--- src/rtl/sgr_pkg.sv ---
`timescale 1ns / 1ps
`default_nettype none
// ---------------------------------------------------------------------------
// sgr_pkg
// shared types, codes and helpers of the swipe gesture recognizer
// ---------------------------------------------------------------------------
package sgr_pkg;

	localparam int ACC_W     = 24;
	localparam int DELTA_W   = 16;
	localparam int THR_W     = 15;
	localparam int FING_W    = 4;
	localparam int NUM_BIND  = 4;
	localparam int BIDX_W    = 2;
	localparam int CFG_IDX_W = 3;
	localparam int CFG_DAT_W = 15;
	localparam int IN_DATA_W = 40;
	localparam int OUT_DATA_W = 8;

	localparam logic [THR_W-1:0] THR_RESET = 15'd2560;

	// event kinds
	localparam logic [1:0] FUNC_BEGIN  = 2'd0;
	localparam logic [1:0] FUNC_UPDATE = 2'd1;
	localparam logic [1:0] FUNC_END    = 2'd2;

	// register indexes
	localparam logic [CFG_IDX_W-1:0] REG_THRESHOLD = 3'd0;
	localparam logic [CFG_IDX_W-1:0] REG_BINDING0  = 3'd1;

	// direction codes, bit 1 selects the axis
	localparam logic [1:0] DIR_UP    = 2'd0;
	localparam logic [1:0] DIR_DOWN  = 2'd1;
	localparam logic [1:0] DIR_LEFT  = 2'd2;
	localparam logic [1:0] DIR_RIGHT = 2'd3;

	typedef struct packed {
		logic [FING_W-1:0] fingers;
		logic [1:0]        dir;
		logic              rpt;
		logic              enable;
	} binding_t;

	typedef struct packed {
		logic [THR_W-1:0] threshold;
		binding_t [NUM_BIND-1:0] binding;
	} cfg_t;

	// outcome of one item: which bindings fire and in which sense
	typedef struct packed {
		logic [NUM_BIND-1:0] mask;
		logic                backward;
	} fire_t;

	// saturating accumulate into the signed accumulator range
	function automatic logic [ACC_W-1:0] sat_add(input logic [ACC_W-1:0] acc,
			input logic [DELTA_W-1:0] d);
		logic signed [ACC_W:0] sum;
		sum = $signed({acc[ACC_W-1], acc}) + $signed({{(ACC_W+1-DELTA_W){d[DELTA_W-1]}}, d});
		if (sum[ACC_W] != sum[ACC_W-1]) begin
			return sum[ACC_W] ? {1'b1, {(ACC_W-1){1'b0}}} : {1'b0, {(ACC_W-1){1'b1}}};
		end
		return sum[ACC_W-1:0];
	endfunction

endpackage
`default_nettype wire

--- src/rtl/swipe_gesture_recognizer.sv ---
`timescale 1ns / 1ps
`default_nettype none
// ---------------------------------------------------------------------------
// swipe_gesture_recognizer
// turns touchpad swipe events into per-binding forward/backward actions
// ---------------------------------------------------------------------------
// Events enter on the slave stream, one transfer per event, and land in an
// input register. Once the pending register is free, the gesture state (two
// saturating Q16.8 accumulators, latched finger count, locked direction) is
// updated and the set of firing bindings is parked in a pending register. A
// serializer then sends one action per cycle on the master stream while it is
// ready, lowest binding first, tlast on the final one. An event waits in the
// input register until the pending register is empty or its last action
// moves out, so the next event can be taken while earlier actions still go
// out; events with at most one action pass at one event per cycle while the
// master stream is ready; an event fires at most four actions. Configuration
// writes are always accepted and must only happen while no event is in flight.
// ---------------------------------------------------------------------------
module swipe_gesture_recognizer (
	input  wire logic                             clk,
	input  wire logic                             arst_n,
	// event stream
	input  wire logic                             s_axis_tvalid,
	output logic                                  s_axis_tready,
	input  wire logic [sgr_pkg::IN_DATA_W-1:0]    s_axis_tdata,  // finger_count, delta_x, delta_y
	input  wire logic [1:0]                       s_axis_tuser,  // func
	// action stream
	output logic                                  m_axis_tvalid,
	input  wire logic                             m_axis_tready,
	output logic [sgr_pkg::OUT_DATA_W-1:0]        m_axis_tdata,  // binding_index
	output logic                                  m_axis_tlast,
	output logic                                  m_axis_tuser,  // backward
	// configuration writes
	input  wire logic                             cfg_valid,
	output logic                                  cfg_ready,
	input  wire logic [sgr_pkg::CFG_IDX_W-1:0]    cfg_index,
	input  wire logic [sgr_pkg::CFG_DAT_W-1:0]    cfg_data
);
	import sgr_pkg::*;

	// configuration registers
	cfg_t cfg_q;

	// input register
	logic                valid_s1;
	logic [1:0]          func_s1;
	logic [FING_W-1:0]   fing_s1;
	logic [DELTA_W-1:0]  dx_s1, dy_s1;

	// pending actions of the last processed event
	logic [NUM_BIND-1:0] pend_mask_q;
	logic                pend_back_q;

	// output register
	logic                out_valid_q;
	logic [BIDX_W-1:0]   out_idx_q;
	logic                out_back_q;
	logic                out_last_q;

	fire_t               fire;
	logic                in_xfer, out_load, pend_any, pend_one, pend_free, go;
	logic [BIDX_W-1:0]   low_idx;

	assign cfg_ready = 1'b1;

	always_ff @(posedge clk or negedge arst_n) begin
		if (!arst_n) begin
			cfg_q.threshold <= THR_RESET;
			cfg_q.binding   <= '0;
		end else if (cfg_valid) begin
			if (cfg_index == REG_THRESHOLD) begin
				cfg_q.threshold <= cfg_data[THR_W-1:0];
			end
			for (int i = 0; i < NUM_BIND; i++) begin
				if (cfg_index == CFG_IDX_W'(REG_BINDING0 + i)) begin
					cfg_q.binding[i] <= binding_t'(cfg_data[7:0]);
				end
			end
		end
	end

	// handshake plumbing: pending frees when empty or its last action moves out
	always_comb begin
		out_load  = !out_valid_q || m_axis_tready;
		pend_any  = |pend_mask_q;
		pend_one  = pend_any && ((pend_mask_q & (pend_mask_q - 1'b1)) == '0);
		pend_free = !pend_any || (out_load && pend_one);
		go        = valid_s1 && pend_free;
		in_xfer   = s_axis_tvalid && s_axis_tready;
		low_idx   = '0;
		for (int i = NUM_BIND - 1; i >= 0; i--) begin
			if (pend_mask_q[i]) begin
				low_idx = BIDX_W'(i);
			end
		end
	end

	assign s_axis_tready = !valid_s1 || pend_free;

	always_ff @(posedge clk or negedge arst_n) begin
		if (!arst_n) begin
			valid_s1 <= 1'b0;
		end else if (s_axis_tready) begin
			valid_s1 <= s_axis_tvalid;
		end
	end

	always_ff @(posedge clk) begin
		if (in_xfer) begin
			func_s1 <= s_axis_tuser;
			fing_s1 <= s_axis_tdata[3:0];
			dx_s1   <= s_axis_tdata[19:4];
			dy_s1   <= s_axis_tdata[35:20];
		end
	end

	sgr_core u_core (
		.clk          (clk),
		.arst_n       (arst_n),
		.go           (go),
		.func         (func_s1),
		.finger_count (fing_s1),
		.delta_x      (dx_s1),
		.delta_y      (dy_s1),
		.cfg          (cfg_q),
		.fire         (fire)
	);

	// pending mask and output register, one action per transfer
	always_ff @(posedge clk or negedge arst_n) begin
		if (!arst_n) begin
			pend_mask_q <= '0;
			out_valid_q <= 1'b0;
		end else begin
			if (go) begin
				pend_mask_q <= fire.mask;
			end else if (out_load && pend_any) begin
				pend_mask_q <= pend_mask_q & (pend_mask_q - 1'b1);
			end
			if (out_load) begin
				out_valid_q <= pend_any;
			end
		end
	end

	always_ff @(posedge clk) begin
		if (go) begin
			pend_back_q <= fire.backward;
		end
		if (out_load && pend_any) begin
			out_idx_q  <= low_idx;
			out_back_q <= pend_back_q;
			out_last_q <= pend_one;
		end
	end

	assign m_axis_tvalid = out_valid_q;
	assign m_axis_tdata  = {{(OUT_DATA_W-BIDX_W){1'b0}}, out_idx_q};
	assign m_axis_tlast  = out_last_q;
	assign m_axis_tuser  = out_back_q;

endmodule
`default_nettype wire

--- src/rtl/sgr_core.sv ---
`timescale 1ns / 1ps
`default_nettype none
// ---------------------------------------------------------------------------
// sgr_core
// gesture state and the per-event step, lock and binding match
// ---------------------------------------------------------------------------
module sgr_core (
	input  wire logic                       clk,
	input  wire logic                       arst_n,
	input  wire logic                       go,
	input  wire logic [1:0]                 func,
	input  wire logic [sgr_pkg::FING_W-1:0] finger_count,
	input  wire logic [sgr_pkg::DELTA_W-1:0] delta_x,
	input  wire logic [sgr_pkg::DELTA_W-1:0] delta_y,
	input  wire sgr_pkg::cfg_t              cfg,
	output sgr_pkg::fire_t                  fire
);
	import sgr_pkg::*;

	logic [ACC_W-1:0]  acc_x_q, acc_y_q;
	logic [FING_W-1:0] lock_fing_q;
	logic              lock_set_q;
	logic [1:0]        lock_dir_q;

	logic [ACC_W-1:0]  sx, sy, nx, ny;
	logic signed [ACC_W:0] thr_p, thr_n, sx_e, sy_e;
	logic              stepped;
	logic [1:0]        step;
	logic              keep, repeating;
	logic [1:0]        lock;

	always_comb begin
		sx    = sat_add(acc_x_q, delta_x);
		sy    = sat_add(acc_y_q, delta_y);
		sx_e  = $signed({sx[ACC_W-1], sx});
		sy_e  = $signed({sy[ACC_W-1], sy});
		thr_p = $signed({{(ACC_W+1-THR_W){1'b0}}, cfg.threshold});
		thr_n = -thr_p;
		nx      = sx;
		ny      = sy;
		stepped = 1'b1;
		step    = DIR_RIGHT;
		priority if (sx_e > thr_p) begin
			step = DIR_RIGHT;
			nx   = ACC_W'(sx_e - thr_p);
		end else if (sx_e < thr_n) begin
			step = DIR_LEFT;
			nx   = ACC_W'(sx_e + thr_p);
		end else if (sy_e > thr_p) begin
			step = DIR_DOWN;
			ny   = ACC_W'(sy_e - thr_p);
		end else if (sy_e < thr_n) begin
			step = DIR_UP;
			ny   = ACC_W'(sy_e + thr_p);
		end else begin
			stepped = 1'b0;
		end

		// first step locks, same axis repeats, other axis is dropped
		repeating = lock_set_q;
		keep      = stepped && (!lock_set_q || (step[1] == lock_dir_q[1]));
		lock      = lock_set_q ? lock_dir_q : step;

		fire.backward = (step != lock);
		for (int i = 0; i < NUM_BIND; i++) begin
			fire.mask[i] = (func == FUNC_UPDATE) && keep && cfg.binding[i].enable
				&& (!repeating || cfg.binding[i].rpt)
				&& (cfg.binding[i].dir == lock)
				&& (cfg.binding[i].fingers == lock_fing_q);
		end
	end

	always_ff @(posedge clk or negedge arst_n) begin
		if (!arst_n) begin
			acc_x_q     <= '0;
			acc_y_q     <= '0;
			lock_fing_q <= '0;
			lock_set_q  <= 1'b0;
			lock_dir_q  <= DIR_UP;
		end else if (go) begin
			if (func == FUNC_BEGIN) begin
				acc_x_q     <= '0;
				acc_y_q     <= '0;
				lock_fing_q <= finger_count;
				lock_set_q  <= 1'b0;
				lock_dir_q  <= DIR_UP;
			end else if (func == FUNC_UPDATE) begin
				acc_x_q <= nx;
				acc_y_q <= ny;
				if (stepped && !lock_set_q) begin
					lock_set_q <= 1'b1;
					lock_dir_q <= step;
				end
			end
		end
	end

endmodule
`default_nettype wire

--- config.mk ---
export PLATFORM = sky130hd
export DESIGN_NAME = swipe_gesture_recognizer
export DESIGN_NICKNAME = d
export VERILOG_FILES = /design/src/rtl/sgr_pkg.sv /design/src/rtl/swipe_gesture_recognizer.sv /design/src/rtl/sgr_core.sv
export SDC_FILE = /design/constraint.sdc
export NUM_CORES = 1
export LEC_CHECK = 0
export BUFFER_PORTS_ARGS = -buffer_cell sky130_fd_sc_hd__buf_4
export CAP_MARGIN = 20
export CORE_MARGIN = 1.5
export CORE_UTILIZATION = 64
export DETAILED_ROUTE_END_ITERATION = 10
export MAX_ROUTING_LAYER = met4
export PLACE_DENSITY = 0.83
export SLEW_MARGIN = 20
export SYNTH_ARGS = -nofsm -noshare
export SYNTH_HDL_FRONTEND = slang
export SYNTH_SLANG_ARGS = --single-unit
--- constraint.sdc ---
create_clock -name clk -period 7.46 [get_ports clk]
set_input_delay 0.746 -clock clk [delete_from_list [all_inputs] [get_ports clk]]
set_output_delay 0.746 -clock clk [all_outputs]
set_load 0.01 [all_outputs]
Yosys cells after proc, flatten, opt, wreduce, memory -nomap -nowiden

Index checks and enable logic that the tools add are counted.
W data, S select, Z words.

Input port bits: 65
Logic and storage cells: 154
Output and inout port bits: 13
Register bits: 151

Bitwise gates (word level): 1
Reductions and logical operators: 52
Equal/unequal tests: 17
Add/subtract/negate cells: 8
Order comparisons: 4
Mux-type cells: 38

Operators with widths:

| operator              | count |
|---|---|
| $mux W24              | 16 |
| $add A24 B16 Y25      | 2 |
| $lt A24 B25 Y1        | 2 |
| $add A24 B16 Y24      | 2 |
| $gt A24 B16 Y1        | 2 |
| $sub A24 B16 Y24      | 2 |
| $neg A15 Y25          | 1 |
| $logic_and A1 B1 Y1   | 24 |
| $mux W2               | 10 |
| $eq A4 B4 Y1          | 4 |
| $reduce_and A2 Y1     | 7 |
| $mux W1               | 10 |
| $eq A2 B2 Y1          | 4 |
| $logic_or A1 B1 Y1    | 8 |
| $mux W4               | 2 |
| $eq A3 B2 Y1 const B  | 2 |
| $reduce_bool A2 Y1    | 3 |
| $and A4 B4 Y4         | 1 |
| $logic_not A1 Y1      | 4 |
| $logic_not A4 Y1      | 1 |
| $reduce_or A4 Y1      | 1 |
| $sub A4 B1 Y4 const B | 1 |
| $eq A3 B1 Y1 const B  | 1 |
| $eq A3 B3 Y1 const B  | 1 |
| 8 further kinds       | 9 |

Logic depth before layout (Yosys ltp)

Depth in word-level cells: 18
Depth in mapped cells: 35
Mapped depth without buffers: 29

Cells and area by module

From an unflattened synthesis, not the netlist that was laid out.

Cell total of the unflattened synthesis: 1782
Area total of the unflattened synthesis: 15334.7 um^2

By module, submodules not included:

| module                   | cells each | area an instance (um^2) | instances |
|---|---|---|---|
| sgr_core                 | 1566       | 11720.0                 | 1 |
| swipe_gesture_recognizer | 216        | 3614.7                  | 1 |

Worst setup path before layout

Ideal clock, no wire load.

Kind: flip-flop to flip-flop
Start: register dx_s1[15]
End: register u_core.acc_y_q[7]
Setup time: 121 ps
Stages on the path, launching flop included: 33
Path buffers: 4
Slack: 974 ps
Clock period less this slack: 6486 ps
Data arrival time: 6365 ps
Cell sequence: edfxtp_1 -> ha_1 -> buf_2 -> a21oi_2 -> o21bai_1 -> a21o_1 -> or3_1 -> o22ai_1 -> nor2_1 -> o21ai_0 -> nand2b_1 -> xor2_1 -> ha_1 -> clkbuf_1 -> clkbuf_1 -> o21ai_0 -> inv_1 -> ha_1 -> inv_1 -> fa_1 -> a21oi_1 -> o21bai_1 -> a21boi_0 -> o311a_1 -> nor2_2 -> a2bb2o_4 -> nand4b_1 -> o31a_1 -> or3_4 -> buf_2 -> o31ai_1 -> o22ai_1 -> a22o_1

Cells in the longest elaborated chain, start to end: 9
Elaborated cells on any way between the ends: 12
Classes of those cells: 1 x add/sub; 2 x order compare; 1 x eq/ne; 8 x mux

RTL lines:

| what                                     | RTL line                        | RTL |
|---|---|---|
| start, declared                          | swipe_gesture_recognizer.sv:48  | `logic [DELTA_W-1:0] dx_s1, dy_s1;` |
| start signal, assigned                   | swipe_gesture_recognizer.sv:112 | `dx_s1 <= s_axis_tdata[19:4];` |
| $add A24 B16 Y25 *                       | sgr_pkg.sv:59                   | `sum = $signed({acc[ACC_W-1], acc}) + $signed({{(ACC_W+1-DELTA_W){d[DELTA_W-1]}}, d});` |
| $mux W24 or $ne A1 B1 Y1 (tied branches) | sgr_pkg.sv:61, sgr_pkg.sv:60    |  |
| $mux W24 or $mux W1 (tied branches)      | sgr_pkg.sv:60                   | `if (sum[ACC_W] != sum[ACC_W-1]) begin` |
| $mux W24 *                               | sgr_pkg.sv:63                   | `return sum[ACC_W-1:0];` |
| $lt A24 B25 Y1                           | sgr_core.sv:46                  | `end else if (sx_e < thr_n) begin` |
| $mux W24                                 | sgr_core.sv:46                  |  |
| $mux W24 *                               | sgr_core.sv:43                  | `priority if (sx_e > thr_p) begin` |
| $mux W24 *                               | sgr_core.sv:87                  | `end else if (func == FUNC_UPDATE) begin` |
| $mux W24 *                               | sgr_core.sv:81                  | `if (func == FUNC_BEGIN) begin` |
| end signal, assigned                     | sgr_core.sv:89                  | `acc_y_q <= ny;` |
| end, declared                            | sgr_core.sv:20                  | `logic [ACC_W-1:0] acc_x_q, acc_y_q;` |

Mark *: on every way between the ends. The rest lies on a longest branch, timed or not. The select of a mux whose other input is x is not followed.
A chain may end at the register's enable or synchronous reset.

Worst setup path after layout

Start: register dy_s1[15]
End: register u_core.acc_y_q[11]

Cells in the longest elaborated chain, start to end: 11
Elaborated cells on any way between the ends: 16
Classes of those cells: 3 x add/sub; 2 x order compare; 1 x eq/ne; 10 x mux

RTL lines:

| what                                               | RTL line                        | RTL |
|---|---|---|
| start, declared                                    | swipe_gesture_recognizer.sv:48  |  |
| start signal, assigned                             | swipe_gesture_recognizer.sv:113 | `dy_s1 <= s_axis_tdata[35:20];` |
| $add A24 B16 Y25 *                                 | sgr_pkg.sv:59                   |  |
| $mux W24 or $ne A1 B1 Y1 (tied branches)           | sgr_pkg.sv:61, sgr_pkg.sv:60    |  |
| $mux W24 or $mux W1 (tied branches)                | sgr_pkg.sv:60                   |  |
| $mux W24 *                                         | sgr_pkg.sv:63                   |  |
| $add A24 B16 Y24 or $lt A24 B25 Y1 (tied branches) | sgr_core.sv:54, sgr_core.sv:52  |  |
| $mux W24                                           | sgr_core.sv:52                  | `end else if (sy_e < thr_n) begin` |
| $mux W24                                           | sgr_core.sv:49                  | `end else if (sy_e > thr_p) begin` |
| $mux W24                                           | sgr_core.sv:46                  |  |
| $mux W24 *                                         | sgr_core.sv:43                  |  |
| $mux W24 *                                         | sgr_core.sv:87                  |  |
| $mux W24 *                                         | sgr_core.sv:81                  |  |

Marks and branches as above.

==> metrics.md <==
| Metric | Value |
|---|---|
| Pre-CTS worst setup slack | 83.06 ps |
| Mux contribution to synthesized area | 4.311% |
| Post-synthesis share of cell area spent on xor and xnor gates | 5.685% |
| Global router's overall resource usage | 36.57% |
| Delay of the slowest cell on the worst path | 520 ps |
| Maximum root-to-sink buffer count | 2 |
| Top-area cell type share of the netlist area | 18.32% |
| Critical path startpoint category | register |
| Data arrival, critical path | 7450 ps |
| Cell type with the highest aggregate area in the netlist | dfrtp_1 |
| Starting utilization of the core area | 65.75% |
| Final core utilization | 74.19% |
| Clock skew after layout | 20.18 ps |
| Ratio of routed vias to standard cells | 6.379 |
| Gate count after technology mapping | 1696 |
| GPL Wtd Cong | 0.9462 |
| Endpoint of the worst register-to-register path | u_core.acc_y_q[11]$_DFFE_PN0P_ |
| Number of nets in the layout | 2036 |
| Number of instances in the placed design | 2060 |
| H-tree levels | 4 |
| Share of async-settable or async-resettable flops after synthesis | 71.52% |
| First DRT Iteration DRCs | 1292 |
| Placed wire-length estimate after detailed placement | 31480 um |
| Worst hold path type | in2async |
| Vias in the first global route | 13068 |
| Standard-cell row count | 54 |
| Reg-to-reg slack, setup | 360 ps |
| Sum of negative setup slack | 0 ps |
| Synth top cells by count | ha_1, o21ai_0, nand2_1, nor2_1, a21oi_1 |
| Combinational family with the most area after synthesis | compound AO/OA/AOI/OAI gates |
| Final cycle utilization of the critical path | 95.16% |
| Transition time at the pin with the least slew margin | 895.3 ps |
| Number of inserted filler cells in the final layout | 1699 |
| Final WL | 41150 um |
| Distinct cell type count of the synthesized netlist | 105 |
| Number of nets with antenna violations after routing | 0 |
| Port Buf Inserts | 66 |
| Endpoint of the worst setup timing path | u_core.acc_y_q[11]$_DFFE_PN0P_ |
| Post-synthesis sequential area ratio | 27.60% |
| Mean instance size in the synthesized netlist | 8.539 sq um |
| Time the worst path needs with I/O delays and setup | 7099 ps |
| Setup crit end kind | register |
| Total area of sequential cells | 3996 sq um |
| Leftover overflow at the end of global routing | 0 |
| Netlist area before placement | 14480 sq um |
| Inserted Clock Buffers | 17 |
| Class of the most critical setup path | reg2reg |
| Synth-to-Final Area Change | 12.85% |
| Highest clock rate | 140.9 MHz |
| Critical Path Most Common Cell | o21ai_0 |
| Final worst-path setup slack | 360.9 ps |
| Wire length per cell | 19.62 um |
| Fraction of final layout cells with drive strength greater than 1 | 16.90% |
| Synthesized-area fraction occupied by ao, oa, aoi and oai cells | 24.47% |
| Y dimension of the die | 153.4 um |
| CTS tree | built |
| First drt pass iteration count | 7 |
| Count of inserted antenna diode cells | 0 |
| #FFs+latches synth | 151 |
| Source of the worst register-to-register timing path | dy_s1[15]$_DFFE_PP_ |
| Library cell contributing the largest single delay on the critical path | edfxtp_1 |
| Max-Cap Viols | 0 |
| Library cell with the highest instance count after synthesis | ha_1 |
| Most used DFF post-synth | dfrtp_1 |
| Horizontal die dimension | 153.4 um |
| Clk root buf | clkbuf_16 |
| Global-route wire length before repair | 66360 um |
| Area of the die | 23540 sq um |
| CP max FO | 10 |
| Insertion delay of the later-clocked pin in the worst-skew pair | 440 ps |
| Slew Viols, Final | 0 |
| Vias after detailed routing | 13377 |
| Drc violations | 0 |
| Fraction of the mapped netlist area in simple logic gates | 18.21% |
| Required @ worst endpoint | 7810 ps |
| Critical Path Start | dy_s1[15]$_DFFE_PP_ |
| Clk slew on worst S/H paths | 70 ps |
| Area of the core | 22030 sq um |
| Number of antenna violations at the first check in global routing | 0 |
| Synthesized-area fraction occupied by adder cells | 14.81% |
| Largest net degree at the start of global routing | 76 |
| Final Hold Vio Count | 0 |
| Leading post-synthesis cells by cell area | dfrtp_1, ha_1, edfxtp_1 |
| Total area of multi-input combinational cells | 9889 sq um |
| Number of hold-repair buffers added at the cts stage | 0 |
| Relative slew slack | 39.53% |
| Outcome | finished clean |
| TritonCTS sink count | 151 |
| Total I/O pin count | 78 |
| Yosys warning count | 0 |
| Post-synth EDFFs | 43 |
| Reg2Reg Depth | 31 |
| Number of cells in the finished layout apart from fillers | 2097 |
| Total setup violations reported at the end of the flow | 0 |
## critical path: cells and delay by family, from the launching register on
family / cells / cell delay, ps
compound gates: 13 / 3050
xor+xnor: 1 / 220
fa+ha+maj: 4 / 1310
buf+inv: 5 / 750
flops: 1 / 520
simple gates: 8 / 1150
## flip-flops by register name (all words and copies together), names as in the netlist
register and flops:
fing_s1 4, m_axis_tlast 1, pend_back_q 1, dx_s1 16
out_idx_q 2, u_core.lock_dir_q 2, cfg_q 47, u_core.lock_set_q 1
pend_mask_q 4, m_axis_tuser 1, valid_s1 1, u_core.acc_y_q 24
u_core.lock_fing_q 4, u_core.acc_x_q 24, dy_s1 16, func_s1 2
m_axis_tvalid 1
## worst min-delay path by stage
stage | start | end | slack (ps) | depth (start not counted)
after floorplan | pend_back_q$_DFFE_PP_ | m_axis_tuser$_DFFE_PP_ | 400 | 0
after CTS | arst_n | u_core.acc_x_q[2]$_DFFE_PN0P_ | 260 | 1
after detailed placement | pend_back_q$_DFFE_PP_ | m_axis_tuser$_DFFE_PP_ | 410 | 0
final | arst_n | u_core.acc_x_q[20]$_DFFE_PN0P_ | 250 | 1
after global placement | pend_back_q$_DFFE_PP_ | m_axis_tuser$_DFFE_PP_ | 410 | 0
after global routing | arst_n | u_core.acc_x_q[0]$_DFFE_PN0P_ | 290 | 1
## kinds of logic after synthesis
family,after synthesis
compound gates,535
xor+xnor,94
fa+ha+maj,168
buf+inv,158
flops,151
mux,56
other cells,2
simple gates,532
## area by class of cell
type                            count  share of cell area [%]
Sequential cell                   151                   24.45
Tap cell                          280                   2.144
Clock buffer                       18                   2.626
Timing Repair Buffer              158                   7.358
Inverter                           84                   1.929
Clock inverter                     14                  0.9724
Multi-Input combinational cell   1392                   60.52
## routing by layer
| metal | up-vias | track usage [%] | routed length [um] |
|---|---|---|---|
| met1 | 6368 | 45.61 | 17110 |
| met5 | - | - | 0 |
| li1 | 6417 | - | - |
| met3 | 108 | 5.132 | 2637 |
| met4 | 0 | 13.96 | 1530 |
| met2 | 484 | 60.39 | 19870 |
## per-stage QoR
step	cell area, sq um	hold WS [ps]
after floorplan	14500	400.3
after global placement	15640	410.3
after detailed placement	15650	409.5
after CTS	16230	258.4
after global routing	16340	285.6
final	16340	250.9
## layout by cell type (no fill, tap or decap), drive strengths merged, types with 16 or more instances in the layout
master	netlist	routed
clkbuf	46	18
a21o	35	35
a211oi	16	16
nor2b	29	29
nand4	20	20
xnor2	50	50
dfrtp	106	106
edfxtp	43	43
o211ai	19	19
o21ai	166	166
xor2	44	44
nand2b	26	26
nor2	143	143
nand2	146	146
inv	84	93
a31oi	20	20
a21oi	121	121
mux2	45	45
buf	27	158
o31ai	29	29
or3	17	17
ha	161	161
o21bai	17	17
nand3	33	33
nor3	48	48
## timing repair
item / in CTS / in global routing
gates resized for setup: 0 / 14
setup endpoints to repair: 0 / 50
buffers inserted: 0 / 4
hold endpoints to repair: 0 / 0
Power is left out: the tool's default activity adds up to more than one toggle a clock period on the data nets, which glitch-free logic cannot reach.
